[config.mk]
export PLATFORM = sky130hd
export DESIGN_NAME = mono_glyph_row_compositor_top
export DESIGN_NICKNAME = d
export VERILOG_FILES = /design/src/hw/rtl/mgrc_pkg.sv /design/src/hw/rtl/mgrc_line_mem.sv /design/src/hw/rtl/mgrc_ctrl.sv /design/src/hw/rtl/mono_glyph_row_compositor_top.sv
export SDC_FILE = /design/constraint.sdc
export NUM_CORES = 1
export LEC_CHECK = 0
export BUFFER_PORTS_ARGS = -buffer_cell sky130_fd_sc_hd__buf_2
export CAP_MARGIN = 5
export CELL_PAD_IN_SITES_DETAIL_PLACEMENT = 1
export CELL_PAD_IN_SITES_GLOBAL_PLACEMENT = 1
export CORE_MARGIN = 1
export CORE_UTILIZATION = 49
export CTS_CLUSTER_DIAMETER = 40
export DETAILED_ROUTE_END_ITERATION = 8
export PLACE_DENSITY = 0.74
export SLEW_MARGIN = 20
export SYNTH_ARGS = -nofsm -noshare
export SYNTH_HDL_FRONTEND = slang
export SYNTH_HIERARCHICAL = 1
export SYNTH_SLANG_ARGS = --single-unit
export TNS_END_PERCENT = 100
[constraint.sdc]
create_clock -name clock -period 4.35 [get_ports clock]
set_input_delay 0.6525 -clock clock [delete_from_list [all_inputs] [get_ports clock]]
set_output_delay 0.6525 -clock clock [all_outputs]
set_load 0.02 [all_outputs]
[src/hw/rtl/mgrc_pkg.sv]
// Shared types and constants for the mono glyph row compositor.
// Holds item structs, configuration struct and register index codes.
// No dependencies.
package mgrc_pkg;

   // Default buffer depth in bytes.
   localparam int MGRC_MAX_ROW_BYTES = 64;

   // Configuration register indexes.
   localparam int CSR_INDEX_W = 2;
   localparam logic [CSR_INDEX_W-1:0] CSR_CHAR_SPACE = 2'd0;
   localparam logic [CSR_INDEX_W-1:0] CSR_INVERT     = 2'd1;
   localparam logic [CSR_INDEX_W-1:0] CSR_ROW_BYTES  = 2'd2;

   localparam logic [6:0] ROW_BYTES_RESET = 7'd4;

   // Item operation codes.
   localparam logic OP_GLYPH   = 1'b0;
   localparam logic OP_END_ROW = 1'b1;

   typedef struct packed {
      logic       operation;
      logic [7:0] glyph_byte;
      logic [7:0] glyph_width;
      logic       byte_last;
   } req_type;

   typedef struct packed {
      logic [7:0] out_byte;
      logic       last_byte;
   } rsp_type;

   typedef struct packed {
      logic signed [7:0] char_space;
      logic              invert;
      logic [6:0]        row_bytes;
   } cfg_type;

endpackage

[src/hw/rtl/mgrc_line_mem.sv]
// Line buffer memory: one write port, one registered read port.
// Per-entry valid bits make a cleared entry read as zero.
// Depends on mgrc_pkg.
module mgrc_line_mem
   import mgrc_pkg::*;
#(
   parameter int MAX_ROW_BYTES = MGRC_MAX_ROW_BYTES,
   localparam int AW = $clog2(MAX_ROW_BYTES)
) (
   input  logic          clock,
   input  logic          reset,
   input  logic          rd_en,
   input  logic [AW-1:0] rd_addr,
   input  logic          wr_en,
   input  logic [AW-1:0] wr_addr,
   input  logic [7:0]    wr_data,
   input  logic          clear,
   output logic [7:0]    rd_data
);

   logic [7:0]               mem [MAX_ROW_BYTES];
   logic [MAX_ROW_BYTES-1:0] valid_ff;
   logic [7:0]               rd_data_ff;
   logic                     rd_valid_ff;

   always_ff @(posedge clock) begin
      if (wr_en) begin
         mem[wr_addr] <= wr_data;
      end
      if (rd_en) begin
         rd_data_ff <= mem[rd_addr];
      end
   end

   always_ff @(posedge clock) begin
      if (reset || clear) begin
         valid_ff <= '0;
      end else if (wr_en) begin
         valid_ff[wr_addr] <= 1'b1;
      end
   end

   always_ff @(posedge clock) begin
      if (reset) begin
         rd_valid_ff <= 1'b0;
      end else if (rd_en) begin
         rd_valid_ff <= valid_ff[rd_addr];
      end
   end

   assign rd_data = rd_valid_ff ? rd_data_ff : 8'h00;

endmodule

[src/hw/rtl/mgrc_ctrl.sv]
// Sequencer for the compositor: read-modify-write of glyph bytes,
// pen tracking and row emission through the result register.
// Depends on mgrc_pkg; drives mgrc_line_mem.
module mgrc_ctrl
   import mgrc_pkg::*;
#(
   parameter int MAX_ROW_BYTES = MGRC_MAX_ROW_BYTES,
   localparam int AW = $clog2(MAX_ROW_BYTES),
   localparam int CW = $clog2(MAX_ROW_BYTES + 1)
) (
   input  logic          clock,
   input  logic          reset,
   input  cfg_type       cfg,
   input  logic          req_valid,
   output logic          req_stall,
   input  req_type       req_data,
   output logic          rsp_valid,
   input  logic          rsp_stall,
   output rsp_type       rsp_data,
   output logic          rd_en,
   output logic [AW-1:0] rd_addr,
   output logic          wr_en,
   output logic [AW-1:0] wr_addr,
   output logic [7:0]    wr_data,
   output logic          clear,
   input  logic [7:0]    rd_data
);

   typedef enum logic [2:0] {
      IDLE,
      GLYPH_WR,
      CARRY_WR,
      EMIT_RD,
      EMIT_LD,
      CLEAR_ROW
   } state_type;

   state_type   state_ff, state_in;
   logic [15:0] pen_ff, pen_in;
   logic [7:0]  span_ff, span_in;
   logic [7:0]  carry_ff, carry_in;
   req_type     req_ff, req_in;
   logic [13:0] idx_ff, idx_in;
   logic [CW-1:0] k_ff, k_in;
   logic        rsp_valid_ff, rsp_valid_in;
   rsp_type     rsp_data_ff, rsp_data_in;

   logic [13:0] idx_new;
   logic [14:0] idx1;
   logic [2:0]  bias;
   logic [7:0]  val;
   logic [15:0] shl;
   logic [8:0]  neg_mag;
   logic        cancel;
   logic [15:0] pen_adv;
   logic [CW-1:0] row_n;
   logic        slot_free;
   logic        k_last;

   always_comb begin
      idx_new = {1'b0, pen_ff[15:3]} + 14'(span_ff);
      idx1    = 15'(idx_ff) + 15'd1;
      bias    = pen_ff[2:0];
      val     = (req_ff.glyph_byte >> bias) | carry_ff;
      shl     = {req_ff.glyph_byte, 8'h00} >> bias;
      // Negative spacing at least as wide as the glyph cancels the advance.
      neg_mag = 9'd0 - {cfg.char_space[7], cfg.char_space};
      cancel  = cfg.char_space[7] && (neg_mag >= {1'b0, req_ff.glyph_width});
      pen_adv = pen_ff + 16'(req_ff.glyph_width)
                + {{8{cfg.char_space[7]}}, cfg.char_space};
      row_n   = (32'(cfg.row_bytes) > MAX_ROW_BYTES) ? CW'(MAX_ROW_BYTES)
                                                      : CW'(cfg.row_bytes);
      k_last    = (k_ff + CW'(1)) == row_n;
      slot_free = !rsp_valid_ff || !rsp_stall;
   end

   always_comb begin
      state_in     = state_ff;
      pen_in       = pen_ff;
      span_in      = span_ff;
      carry_in     = carry_ff;
      req_in       = req_ff;
      idx_in       = idx_ff;
      k_in         = k_ff;
      rsp_valid_in = rsp_valid_ff && rsp_stall;
      rsp_data_in  = rsp_data_ff;
      rd_en        = 1'b0;
      rd_addr      = idx_new[AW-1:0];
      wr_en        = 1'b0;
      wr_addr      = idx_ff[AW-1:0];
      wr_data      = rd_data | val;
      clear        = 1'b0;

      unique case (state_ff)
         IDLE: begin
            rd_en = 1'b1;
            if (req_valid) begin
               req_in = req_data;
               idx_in = idx_new;
               k_in   = '0;
               if (req_data.operation == OP_GLYPH) begin
                  state_in = GLYPH_WR;
               end else if (row_n == '0) begin
                  state_in = CLEAR_ROW;
               end else begin
                  state_in = EMIT_RD;
               end
            end
         end
         GLYPH_WR: begin
            wr_en    = 32'(idx_ff) < MAX_ROW_BYTES;
            carry_in = shl[7:0];
            if (req_ff.byte_last) begin
               span_in  = 8'd0;
               pen_in   = cancel ? pen_ff : pen_adv;
               rd_en    = 1'b1;
               rd_addr  = idx1[AW-1:0];
               state_in = CARRY_WR;
            end else begin
               if (span_ff != 8'hFF) begin
                  span_in = span_ff + 8'd1;
               end
               state_in = IDLE;
            end
         end
         CARRY_WR: begin
            wr_en    = 32'(idx1) < MAX_ROW_BYTES;
            wr_addr  = idx1[AW-1:0];
            wr_data  = rd_data | carry_ff;
            carry_in = 8'd0;
            state_in = IDLE;
         end
         EMIT_RD: begin
            rd_en    = 1'b1;
            rd_addr  = k_ff[AW-1:0];
            state_in = EMIT_LD;
         end
         EMIT_LD: begin
            if (slot_free) begin
               rsp_valid_in          = 1'b1;
               rsp_data_in.out_byte  = cfg.invert ? ~rd_data : rd_data;
               rsp_data_in.last_byte = k_last;
               if (k_last) begin
                  clear    = 1'b1;
                  pen_in   = 16'd0;
                  span_in  = 8'd0;
                  carry_in = 8'd0;
                  state_in = IDLE;
               end else begin
                  k_in     = k_ff + CW'(1);
                  state_in = EMIT_RD;
               end
            end
         end
         CLEAR_ROW: begin
            clear    = 1'b1;
            pen_in   = 16'd0;
            span_in  = 8'd0;
            carry_in = 8'd0;
            state_in = IDLE;
         end
         default: begin
            state_in = IDLE;
         end
      endcase
   end

   always_ff @(posedge clock) begin
      req_ff      <= req_in;
      idx_ff      <= idx_in;
      rsp_data_ff <= rsp_data_in;
      if (reset) begin
         state_ff     <= IDLE;
         pen_ff       <= 16'd0;
         span_ff      <= 8'd0;
         carry_ff     <= 8'd0;
         k_ff         <= '0;
         rsp_valid_ff <= 1'b0;
      end else begin
         state_ff     <= state_in;
         pen_ff       <= pen_in;
         span_ff      <= span_in;
         carry_ff     <= carry_in;
         k_ff         <= k_in;
         rsp_valid_ff <= rsp_valid_in;
      end
   end

   assign req_stall = state_ff != IDLE;
   assign rsp_valid = rsp_valid_ff;
   assign rsp_data  = rsp_data_ff;

endmodule

[src/hw/rtl/mono_glyph_row_compositor_top.sv]
// Top level of the mono glyph row compositor: configuration registers,
// sequencer and line buffer memory.
// Depends on mgrc_pkg, mgrc_ctrl and mgrc_line_mem.
//
//   channel   direction  handshake            payload
//   req_*     in         req_valid/req_stall  req_type  (glyph byte or end of row)
//   rsp_*     out        rsp_valid/rsp_stall  rsp_type  (one scan line byte)
//   csr_*     in         csr_valid/csr_ready  csr_index, csr_wdata
//
// A glyph byte is a read, then a write back; the last byte of a span
// adds one more read-modify-write for the trailing carry. End of row
// reads each byte and then loads it into the output register, one byte
// after another, as the line memory has a single, registered read port.
// Reset is synchronous; per-entry valid bits clear the buffer at once,
// so there is no clearing pass. A stalled result holds in the output
// register; the sequencer waits for it with req_stall high, so no item
// enters until the last byte of the row is in the output register.
module mono_glyph_row_compositor_top
   import mgrc_pkg::*;
#(
   parameter int MAX_ROW_BYTES = MGRC_MAX_ROW_BYTES
) (
   input  logic                   clock,
   input  logic                   reset,
   input  logic                   req_valid,
   output logic                   req_stall,
   input  req_type                req_data,
   output logic                   rsp_valid,
   input  logic                   rsp_stall,
   output rsp_type                rsp_data,
   input  logic                   csr_valid,
   output logic                   csr_ready,
   input  logic [CSR_INDEX_W-1:0] csr_index,
   input  logic [7:0]             csr_wdata
);

   localparam int AW = $clog2(MAX_ROW_BYTES);

   logic signed [7:0] char_space_ff;
   logic              invert_ff;
   logic [6:0]        row_bytes_ff;
   cfg_type           cfg;

   logic          rd_en;
   logic [AW-1:0] rd_addr;
   logic          wr_en;
   logic [AW-1:0] wr_addr;
   logic [7:0]    wr_data;
   logic          clear;
   logic [7:0]    rd_data;

   // Configuration writes are always taken; unknown indexes drop.
   assign csr_ready = 1'b1;

   always_ff @(posedge clock) begin
      if (reset) begin
         char_space_ff <= 8'sd0;
         invert_ff     <= 1'b0;
         row_bytes_ff  <= ROW_BYTES_RESET;
      end else if (csr_valid) begin
         unique case (csr_index)
            CSR_CHAR_SPACE: char_space_ff <= signed'(csr_wdata);
            CSR_INVERT:     invert_ff     <= csr_wdata[0];
            CSR_ROW_BYTES:  row_bytes_ff  <= csr_wdata[6:0];
            default: ;
         endcase
      end
   end

   assign cfg.char_space = char_space_ff;
   assign cfg.invert     = invert_ff;
   assign cfg.row_bytes  = row_bytes_ff;

   mgrc_ctrl #(
      .MAX_ROW_BYTES(MAX_ROW_BYTES)
   ) u_ctrl (
      .clock    (clock),
      .reset    (reset),
      .cfg      (cfg),
      .req_valid(req_valid),
      .req_stall(req_stall),
      .req_data (req_data),
      .rsp_valid(rsp_valid),
      .rsp_stall(rsp_stall),
      .rsp_data (rsp_data),
      .rd_en    (rd_en),
      .rd_addr  (rd_addr),
      .wr_en    (wr_en),
      .wr_addr  (wr_addr),
      .wr_data  (wr_data),
      .clear    (clear),
      .rd_data  (rd_data)
   );

   mgrc_line_mem #(
      .MAX_ROW_BYTES(MAX_ROW_BYTES)
   ) u_line_mem (
      .clock  (clock),
      .reset  (reset),
      .rd_en  (rd_en),
      .rd_addr(rd_addr),
      .wr_en  (wr_en),
      .wr_addr(wr_addr),
      .wr_data(wr_data),
      .clear  (clear),
      .rd_data(rd_data)
   );

endmodule

==> results of run 1 <==
layer usage:
| layer | routed length [µm] | vias up | global-route usage (%) | share of wire [%] |
|---|---|---|---|---|
| met2 | 39100 | 634 | 45.1 | 51 |
| met3 | 5020 | 143 | 5.15 | 6.5 |
| li1 | - | 7234 | - | - |
| met1 | 30500 | 8879 | 33.7 | 40 |
| met4 | 2340 | 4 | 8.71 | 3.0 |
| met5 | 23 | - | 0 | 0.030 |
power breakdown:
| part | internal (µW) | switching [µW] | total (µW) |
|---|---|---|---|
| logic | 692 | 1030 | 1730 |
| clock network | 4850 | 3110 | 7960 |
| registers | 7370 | 66.0 | 7440 |
layout by cell type, fill, tap and decap left out, types with 43 or more instances in the layout:
master,instances
mux4_2,178
clkbuf_16,101
a21oi_1,58
edfxtp_1,560
dfxtp_1,123
o21a_1,69
o21ai_0,45
buf_2,43
nor2_1,111
buf_4,106
how the worst min path moves through the flow:
stage                                        from                       to  slack [ns]  cells after the start
after CTS                             req_data[1]         u_ctrl/req_ff[1]        0.17                      1
after detailed placement  u_line_mem/valid_ff[38]  u_line_mem/valid_ff[38]        0.45                      1
after floorplan           u_line_mem/valid_ff[12]  u_line_mem/valid_ff[12]        0.44                      1
after global placement    u_line_mem/valid_ff[37]  u_line_mem/valid_ff[37]        0.44                      1
final                                 req_data[1]         u_ctrl/req_ff[1]        0.19                      1
after global routing                  req_data[1]         u_ctrl/req_ff[1]        0.18                      1
sequential cells by signal (all words and copies together) (netlist names):
signal,flops
char_space_ff,8
u_line_mem/valid_ff,64
u_ctrl/rsp_data,9
u_ctrl/rsp_valid,1
u_ctrl/carry_ff,7
u_ctrl/k_ff,7
u_line_mem/mem,512
u_ctrl/req_ff,17
u_line_mem/rd_data_ff,8
u_ctrl/state_ff,3
u_ctrl/span_ff,8
u_line_mem/rd_valid_ff,1
u_ctrl/pen_ff,16
u_ctrl/idx_ff,14
row_bytes_ff,7
invert_ff,1
per-stage QoR:
stage	setup slack, ns	instance area (µm²)
floorplan	0.0838	29000
global placement	0.410	30800
detailed placement	0.362	30800
CTS	0.341	34200
global route	0.129	34300
finish	0.276	34300
cells in the mapped netlist, types with 17 or more instances:
cell | count | share of area, %
o21a_1 | 69 | 1.8
dfxtp_1 | 123 | 8.5
nand4_1 | 20 | 0.43
nand2_1 | 41 | 0.53
nor2_1 | 114 | 1.5
xor2_1 | 17 | 0.51
o21ai_0 | 52 | 0.90
mux2i_1 | 33 | 1.1
clkbuf_1 | 61 | 0.79
nand3_1 | 21 | 0.36
xnor2_1 | 28 | 0.85
a21oi_1 | 58 | 1.0
inv_1 | 24 | 0.31
edfxtp_1 | 560 | 58
ha_1 | 41 | 1.8
nand2b_1 | 38 | 0.82
mux4_2 | 178 | 14
nor2b_1 | 19 | 0.41
cell type report:
type,instances,area (µm²)
Clock buffer,111,2590
Clock inverter,71,776
Fill cell,5174,23700
Inverter,25,96.3
Multi-Input combinational cell,929,9320
Sequential cell,683,19300
Tap cell,765,957
Timing Repair Buffer,161,1250
kinds of logic (layout without fill, tap and decap cells):
group / count (synthesis) / in the layout / share of synthesized area (%)
XOR/XNOR: 47 / 47 / 1.52
AND/OR/NAND/NOR: 339 / 339 / 6.04
buffers and inverters: 116 / 368 / 1.76
adder cells (fa/ha/maj): 51 / 51 / 2.46
other: 1 / 1 / 0.0129
AO/OA/AOI/OAI: 266 / 266 / 6.19
flip-flops: 683 / 683 / 66.5
multiplexers: 225 / 225 / 15.5
==> summary.md, run 1 <==
| Metric | Value |
|---|---|
| NumNets Final | 1980 |
| Synth-to-layout area growth | 18.3% |
| Number of detailed-route iterations in the first pass | 5 |
| Crit-path cells | ha_1 > fa_1 > xor2_1 > nor2_1 > a31oi_1 > nor2_1 > nor2_4 > buf_4 > mux4_2 > a22oi_1 > a31oi_1 > nor4_1 > buf_4 > o41ai_1 |
| Crit Path Class | reg -> reg |
| Initial antenna violation count | 3 |
| WL final | a little under 80 mm |
| Crit path launch type | register |
| Core area | 58000 µm² |
| Syn_nets | approximately 1800 |
| Top_reg_cell synth | edfxtp_1 |
| Vias in the first global route | 18100 |
| RSZ-0062 raised after global routing | no |
| Crit path DAT | between 4 and 5 ns |
| Drt drc | 0 |
| Power per cell area | 500 nW/µm² |
| Worst r2r path cells | 14 |
| Fraction of final layout cells sized beyond drive strength 1 | 28.0% |
| Leak | 0.0115 µW |
| Overflow after GRT | 0 |
| Fin crit period | 4.07 ns |
| Final sum of negative setup slack | 0 ns |
| Die W | roughly 250 µm |
| Total clock sinks | 683 |
| Post-CTS Setup Inserts | 0 |
| DIE AREA | 60100 µm² |
| Hold slack | 0.195 ns |
| CTS tree | done |
| # rows | 88 |
| Setup Viol. Count Final | 0 |
| Post-Synthesis Cells | 1728 |
| CTS Hold Bufs | 0 |
| Async set-or-reset flop fraction in the synthesized netlist | 0% |
| Reg-to-reg slack, setup | 0.28 ns |
| CTS root buf | clkbuf_16 |
| Synth warn | 6 |
| Final estimated routing congestion in global placement | just under 0.9 |
| First-pass GRT wire length | 116 mm |
| HP Class | in -> reg |
| Bufs on Longest Clock Path | 3 |
| Post-placement cell count | 2561 |
| Number of distinct library cells after synthesis | 74 |
| WP buf/inv | 2 |
| Final HPWL DP | 49.5 mm |
| ANT cells | 0 |
| Final period util | 93.7% |
| Stages on worst setup path | 14 |
| Synth Cell Area | 29000 µm² |
| Crit-path slowest cell | nor4_1 |
| Layout Utilization | about three fifths |
| Layout Skew | 0.0420 ns |
| Drt first-iter violations | 1491 |
| DR vias/cell | a little over 6 |
| Via count | 16900 |
| Final Power | ~17000 µW |
| Routed len/inst | about 28 µm |
| Max_cap viols | 0 |
| Synthesized area per cell | between 15 and 20 µm² |
| H-tree levels | 3 |
| Clk slew on worst S/H paths | ~0.060 ns |
| CP endpoint kind | register |
| Seq cells post-synth | 683 |
| Number of CTS-inserted buffers | 96 |
| Final Max Tran Viols | 0 |
| CP max stage delay | 0.69 ns |
| Antenna-violating nets left | 0 |
| Crit Path Max Fanout | 8 |
| I/O pins | 45 |
| Post-synth EDFFs | 560 |
| Resize count post-CTS | 0 |
| Worst reg2reg path startpoint | u_ctrl/pen_ff[3] |
| Die Height | 245 µm |
| Crit path from | u_ctrl/pen_ff[3] |
| Slew headroom | 43.0% |
| Peak supply drop | 0.395 mV |
| Actual slew at the worst max-slew pin | 0.852 ns |
| Pin count of the biggest net entering global routing | 65 |
| Final Hold Viols | 0 |
| Register area share after synthesis | 66.5% |
| Critical path's top delay family | simple AND/OR/NAND/NOR gates |
| Finished Layout Cells | approximately 2700 |
| CP Capture Point | u_line_mem/rd_valid_ff |
| Starting density of the core | 50.0% |
| Max Clock Freq | 245 MHz |
| Clock latency at the later pin of the worst-skew pair | 0.65 ns |
| Status | completed |
| R2R Path End | u_line_mem/rd_valid_ff |
| PortBufs | 43 |
| GRT Overall Usage | 26.4% |
| WP data required | 4.86 ns |
No activity file was read; power rests on OpenSTA's default activity.
==> run 2: changes to the inputs <==
--- a/config.mk
+++ b/config.mk
@@ -7,13 +7,12 @@
 export LEC_CHECK = 0
 export BUFFER_PORTS_ARGS = -buffer_cell sky130_fd_sc_hd__buf_2
 export CAP_MARGIN = 5
-export CELL_PAD_IN_SITES_DETAIL_PLACEMENT = 1
-export CELL_PAD_IN_SITES_GLOBAL_PLACEMENT = 1
 export CORE_MARGIN = 1
-export CORE_UTILIZATION = 49
+export CORE_UTILIZATION = 50
 export CTS_CLUSTER_DIAMETER = 40
 export DETAILED_ROUTE_END_ITERATION = 8
-export PLACE_DENSITY = 0.74
+export PLACE_DENSITY = 0.66
+export REMOVE_ABC_BUFFERS = 1
 export SLEW_MARGIN = 20
 export SYNTH_ARGS = -nofsm -noshare
 export SYNTH_HDL_FRONTEND = slang
==> run 2 against run 1 <==
Compared with the run above:
- sequential share of layout area shrank 0.062 points
- die area down 2.0%
- non-clock buffer count rose by 6
- clock power is essentially flat
- largest cell class unchanged
- via count fell by 2.4%
- maximum frequency grew 1.7%
- utilization grew 1.3 points
- final cell count shrank 0.29%
- clock skew fell by 0.012 ns
- highest routed layer is now met4
==> summary.md, run 2 (same netlist as run 1, synthesis figures left out) <==
| Metric | Value |
|---|---|
| Status | completed |
| Final worst setup slack | 0.343 ns |
| Die W | 243 µm |
| Initial antenna violation count | 1 |
| Drt first-iter violations | 1643 |
| Antenna-violating nets left | 0 |
| CTS tree | done |
| Crit path launch type | register |
| Dpl ws | 0.350 ns |
| Max FFs per register | ~510 |
| Fraction of final layout cells sized beyond drive strength 1 | 28.4% |
| DR vias/cell | 6.02 |
| Reg-to-reg slack, setup | 0.34 ns |
| Core area | 56800 µm² |
| Worst reg2reg path startpoint | u_ctrl/pen_ff[3] |
| Number of CTS-inserted buffers | 95 |
| # rows | 87 |
| Starting density of the core | between 50% and 60% |
| Fin crit period | 4.01 ns |
| Number of detailed-route iterations in the first pass | 5 |
| Final Max Tran Viols | 0 |
| Leak | 0.0116 µW |
| Layout Skew | 0.0303 ns |
| Final period util | roughly 92% |
| NumNets Final | 1985 |
| CTS root buf | clkbuf_16 |
| Synth-to-layout area growth | 18.4% |
| Setup Viol. Count Final | 0 |
| Total clock sinks | 683 |
| Hold slack | 0.194 ns |
| H-tree levels | 3 |
| Most frequent cells in the layout | edfxtp_1, mux4_2, dfxtp_1 |
| Most flop-heavy register | u_line_mem/mem |
| Via count | roughly 16000 |
| Fill count | 4169 |
| Placement Cell Area | 30900 µm² |
| WL final | 70.0 mm |
| Slew headroom | 28.5% |
| Bufs on Longest Clock Path | 3 |
| RSZ-0062 raised after global routing | no |
| Worst hold path cell count | 1 |
| ANT cells | 0 |
| GRT Overall Usage | 24.2% |
| Crit path DAT | roughly 4.4 ns |
| Final sum of negative setup slack | 0 ns |
| I/O pins | 45 |
| PortBufs | 43 |
| Post-CTS Setup Inserts | 0 |
| Max Clock Freq | 250 MHz |
| CTS Hold Bufs | 0 |
| HP Class | in -> reg |
| Pin count of the biggest net entering global routing | between 60 and 70 |
| Commonest non-fill, non-tap cell in the layout | edfxtp_1 |
| First-pass GRT wire length | about 110 mm |
| Max_cap viols | 0 |
| Final Cell Area | 34300 µm² |
| Peak supply drop | 0.333 mV |
| Crit Path Class | reg -> reg |
| Drt drc | 0 |
| Vias in the first global route | 16700 |
| Largest registers | u_line_mem/mem (512), u_line_mem/valid_ff (64), u_ctrl/req_ff (17) |
| Die Height | 243 µm |
| Clk slew on worst S/H paths | 0.06 ns |
| Final Hold Viols | 0 |
| Final estimated routing congestion in global placement | 0.851 |
| R2R Path End | u_line_mem/rd_data_ff[4] |
| Crit Path Max Fanout | 17 |
| DIE AREA | 58900 µm² |
| WP data required | 4.73 ns |
| Resize count post-CTS | 0 |
| Power per cell area | 498 nW/µm² |
| Final HPWL DP | roughly 45 mm |
| CP endpoint kind | register |
| Clock latency at the later pin of the worst-skew pair | 0.65 ns |
| Actual slew at the worst max-slew pin | 1.07 ns |
| Hold endpoint | u_ctrl/req_ff[16] |
| Min-Delay Startpoint | req_data[16] |
| Worst r2r path cells | 10 |
| Overflow after GRT | 0 |
| Routed len/inst | 25.6 µm |
-- run 2: per-layer routing --
layer	vias up	track usage (%)	part of all wire (%)
li1	7269	-	-
met1	8493	32.3	41
met2	598	40.2	49
met3	121	4.96	6.9
met4	0	7.53	2.8
met5	-	0	0
-- run 2: stage by stage --
| step | utilization (%) | std cells | power (µW) |
|---|---|---|---|
| after floorplan | - | 1637 | 8910 |
| after global placement | 54.4 | 2560 | 9220 |
| after detailed placement | 54.4 | 2560 | 9260 |
| after CTS | 60.3 | 2737 | 17200 |
| after global routing | 60.4 | 2737 | 17600 |
| final | 60.4 | 2737 | 17100 |
-- run 2: area by class of cell --
class	count	area (µm²)	area share [%]
Sequential cell	683	19300	56.2
Multi-Input combinational cell	929	9330	27.2
Clock buffer	104	2490	7.27
Timing Repair Buffer	167	1310	3.81
Tap cell	756	946	2.76
Clock inverter	73	857	2.50
Inverter	25	96.3	0.281
-- run 2: critical path, cell delays in order (launching register included) --
cell and delay [ns]:
dfxtp_1 0.35, ha_1 0.24, fa_1 0.55, nor2b_1 0.16
a31oi_1 0.08, o21ai_4 0.58, buf_12 0.25, buf_4 0.19
mux4_2 0.31, mux4_2 0.55, mux4_2 0.46
-- run 2: worst max-delay path by stage --
stage | start | end | slack [ns] | depth (start not counted)
floorplan | u_ctrl/state_ff[2] | u_line_mem/rd_data_ff[0] | -9.11 | 7
global placement | u_ctrl/pen_ff[3] | u_line_mem/rd_data_ff[4] | 0.35 | 10
detailed placement | u_ctrl/pen_ff[3] | u_line_mem/rd_data_ff[4] | 0.35 | 10
CTS | u_ctrl/pen_ff[3] | u_line_mem/rd_data_ff[4] | 0.35 | 10
global route | u_ctrl/pen_ff[3] | u_line_mem/rd_data_ff[4] | 0.24 | 10
finish | u_ctrl/pen_ff[3] | u_line_mem/rd_data_ff[4] | 0.34 | 10
-- run 2: where the power goes --
part           total [µW]  internal [µW]  switching [µW]
Clock                7960           4860            3100
Sequential           7450           7370            73.4
Combinational        1690            693             993
==> run 3: changes to the inputs <==
--- a/config.mk
+++ b/config.mk
@@ -5,6 +5,7 @@
 export SDC_FILE = /design/constraint.sdc
 export NUM_CORES = 1
 export LEC_CHECK = 0
+export ABC_AREA = 1
 export BUFFER_PORTS_ARGS = -buffer_cell sky130_fd_sc_hd__buf_2
 export CAP_MARGIN = 5
 export CORE_MARGIN = 1
==> run 3 against run 2 <==
Compared with the run above:
- global-route usage grew 2.0 points
- cell area grew 0.50%
- sequential share of layout area shrank 0.28 points
- die area grew 3.8%
- worst hold slack lost 0.0072 ns
- critical endpoint is now u_line_mem/mem[63][6]
- largest power group unchanged
- critical path depth is the same
- sequential power grew 10%
- routed wire length grew 15%
- count of clock-buffer cells in the layout grew 16
- clock power grew 4.4%
- utilization shrank 2.2 points
==> summary.md, run 3 <==
| Metric | Value |
|---|---|
| Status | completed |
| Post-synth EDFFs | 560 |
| DIE AREA | 61200 µm² |
| Max Clock Freq | 264 MHz |
| # rows | 89 |
| Async set-or-reset flop fraction in the synthesized netlist | 0% |
| Via count | 22200 |
| Count leader, synth | nor2_1 |
| Final Max Tran Viols | 0 |
| Synth cell count leaders | nor2_1, edfxtp_1, nand2_1 |
| Clk slew on worst S/H paths | ~0.05 ns |
| Max_cap viols | 0 |
| Drt drc | 0 |
| Synth top area cells | edfxtp_1, dfxtp_1, nor2_1 |
| Final Cell Area | about 34000 µm² |
| CTS root buf | clkbuf_16 |
| Post-placement cell count | 3677 |
| WL final | 80.3 mm |
| Seq cells post-synth | 683 |
| ANT cells | 0 |
| Final worst setup slack | 0.563 ns |
| Number of CTS-inserted buffers | 101 |
| Overflow after GRT | 0 |
| Number of detailed-route iterations in the first pass | 6 |
| Pin count of the biggest net entering global routing | 148 |
| Power per cell area | a little over 600 nW/µm² |
| CTS tree | done |
| Leak | around 0.013 µW |
| Final Hold Viols | 0 |
| Post-CTS Setup Inserts | 0 |
| Final sum of negative setup slack | 0 ns |
| Slew headroom | 28.9% |
| Final HPWL DP | 48.1 mm |
| PortBufs | 43 |
| Most frequent cells in the layout | nor2_1, edfxtp_1, nand2_1 |
| H-tree levels | 3 |
| Crit Path Class | reg -> reg |
| RSZ-0062 raised after global routing | no |
| Max FFs per register | between 500 and 600 |
| Fraction of final layout cells sized beyond drive strength 1 | 9.40% |
| Antenna-violating nets left | 0 |
| Crit Path Max Fanout | 9 |
| HP Class | in -> reg |
| Commonest non-fill, non-tap cell in the layout | nor2_1 |
| Crit path launch type | register |
| Final estimated routing congestion in global placement | about 0.88 |
| Routed len/inst | 20.8 µm |
| Hold slack | 0.187 ns |
| Setup Viol. Count Final | 0 |
| Bufs on Longest Clock Path | 3 |
| Finished Layout Cells | 3869 |
| Die W | roughly 250 µm |
| CTS Hold Bufs | 0 |
| I/O pins | 45 |
| Crit path DAT | 4.04 ns |
| Post-Synthesis Cells | 2959 |
| Synth-to-layout area growth | 14.6% |
| Total clock sinks | 683 |
| Actual slew at the worst max-slew pin | between 1 and 1.5 ns |
| Drt first-iter violations | 2525 |
| Largest registers | u_line_mem/mem (512), u_line_mem/valid_ff (64), u_ctrl/req_ff (17) |
| Synth Cell Area | 30100 µm² |
| Die Height | around 250 µm |
| Synthesized area per cell | 10.2 µm² |
| WP data required | 4.60 ns |
| Dpl ws | 0.638 ns |
| DR vias/cell | 5.75 |
| Initial antenna violation count | 0 |
| Fill count | 4868 |
| Largest area contributor in the netlist | edfxtp_1 |
| NumNets Final | 3091 |
| Resize count post-CTS | 0 |
| Synth warn | 6 |
| Final period util | 87.1% |
| CP endpoint kind | register |
| Share of the synthesized area in the top cell type | 55.9% |
| First-pass GRT wire length | 123 mm |
| Top_reg_cell synth | edfxtp_1 |
| GRT Overall Usage | 26.3% |
| Vias in the first global route | 21300 |
| Peak supply drop | roughly 0.42 mV |
| Number of distinct library cells after synthesis | 55 |
| Starting density of the core | 50.8% |
| Most flop-heavy register | u_line_mem/mem |
| Placement Cell Area | just over 30000 µm² |
| Clock latency at the later pin of the worst-skew pair | 0.66 ns |
| Register area share after synthesis | 64.0% |
| Layout Skew | 0.0339 ns |
| Core area | 59200 µm² |
| Fin crit period | 3.79 ns |
[run 3: cell count changes after synthesis, sizes merged, moves of 69 or more]
cell   delta
inv     +128
mux4    -178
nand2   +517
nand3   +150
nor2    +475
o21a     -69
o21ai   +243
o22ai   +121
[run 3: worst paths after layout]
kind	to	startpoint	slack, ns	cells past startpoint
max	u_line_mem/mem[63][6]	u_ctrl/state_ff[1]	0.56	10
min	u_ctrl/req_ff[14]	req_data[14]	0.19	1
max reg2reg	u_line_mem/mem[63][6]	u_ctrl/state_ff[1]	0.56	10
min reg2reg	u_ctrl/carry_ff[7]	u_ctrl/carry_ff[7]	0.47	2
[run 3: where the power goes]
part | leakage (µW) | switching (µW) | internal [µW]
logic | 0.00511 | 3730 | 1220
registers | 0.00606 | 196 | 8010
clock network | 0.00171 | 3120 | 5190
[run 3: layout make-up]
class | instances | area (µm²) | area share, %
Sequential cell | 683 | 19300 | 55.9
Multi-Input combinational cell | 1968 | 9440 | 27.4
Clock buffer | 120 | 2710 | 7.86
Tap cell | 773 | 967 | 2.80
Clock inverter | 72 | 816 | 2.37
Timing Repair Buffer | 92 | 662 | 1.92
Inverter | 161 | 613 | 1.78
[run 3: worst max-delay path: stages (launching register included)]
cell	delay [ns]
dfxtp_1	0.34
inv_1	0.10
nor3_2	0.39
clkinv_1	0.35
o21ai_0	0.53
inv_1	0.17
nor3_1	0.24
inv_1	0.11
nor2_1	0.10
inv_1	0.25
nor2_1	0.81
[run 3: per-stage QoR]
stage,utilization (%),total power [µW]
detailed placement,52.3,13200
global placement,52.3,13100
finish,58.2,21500
floorplan,-,11400
CTS,58.2,21500
global route,58.2,22200
[run 3: kinds of logic (layout without fill, tap and decap cells)]
group                      Yosys count  count (layout)  share of synthesized area [%]
AOI/OAI and AO/OA                  511             511                           9.33
xor gates and xnor gates            45              45                           1.31
adders and majority gates           51              51                           2.37
buffers and inverters              308             445                           4.86
DFF                                683             683                           64.0
muxes                                4               4                          0.133
other                                1               1                         0.0125
and+or+nand+nor                   1356            1356                           17.9
[run 3: per-layer routing]
metal / vias to the layer above / wire length (µm) / GRT usage, %
met5: - / 0 / 0
met4: 0 / 2270 / 9.55
met3: 121 / 6760 / 3.99
met2: 1031 / 37700 / 41.7
met1: 10800 / 33600 / 36.8
li1: 10300 / - / -
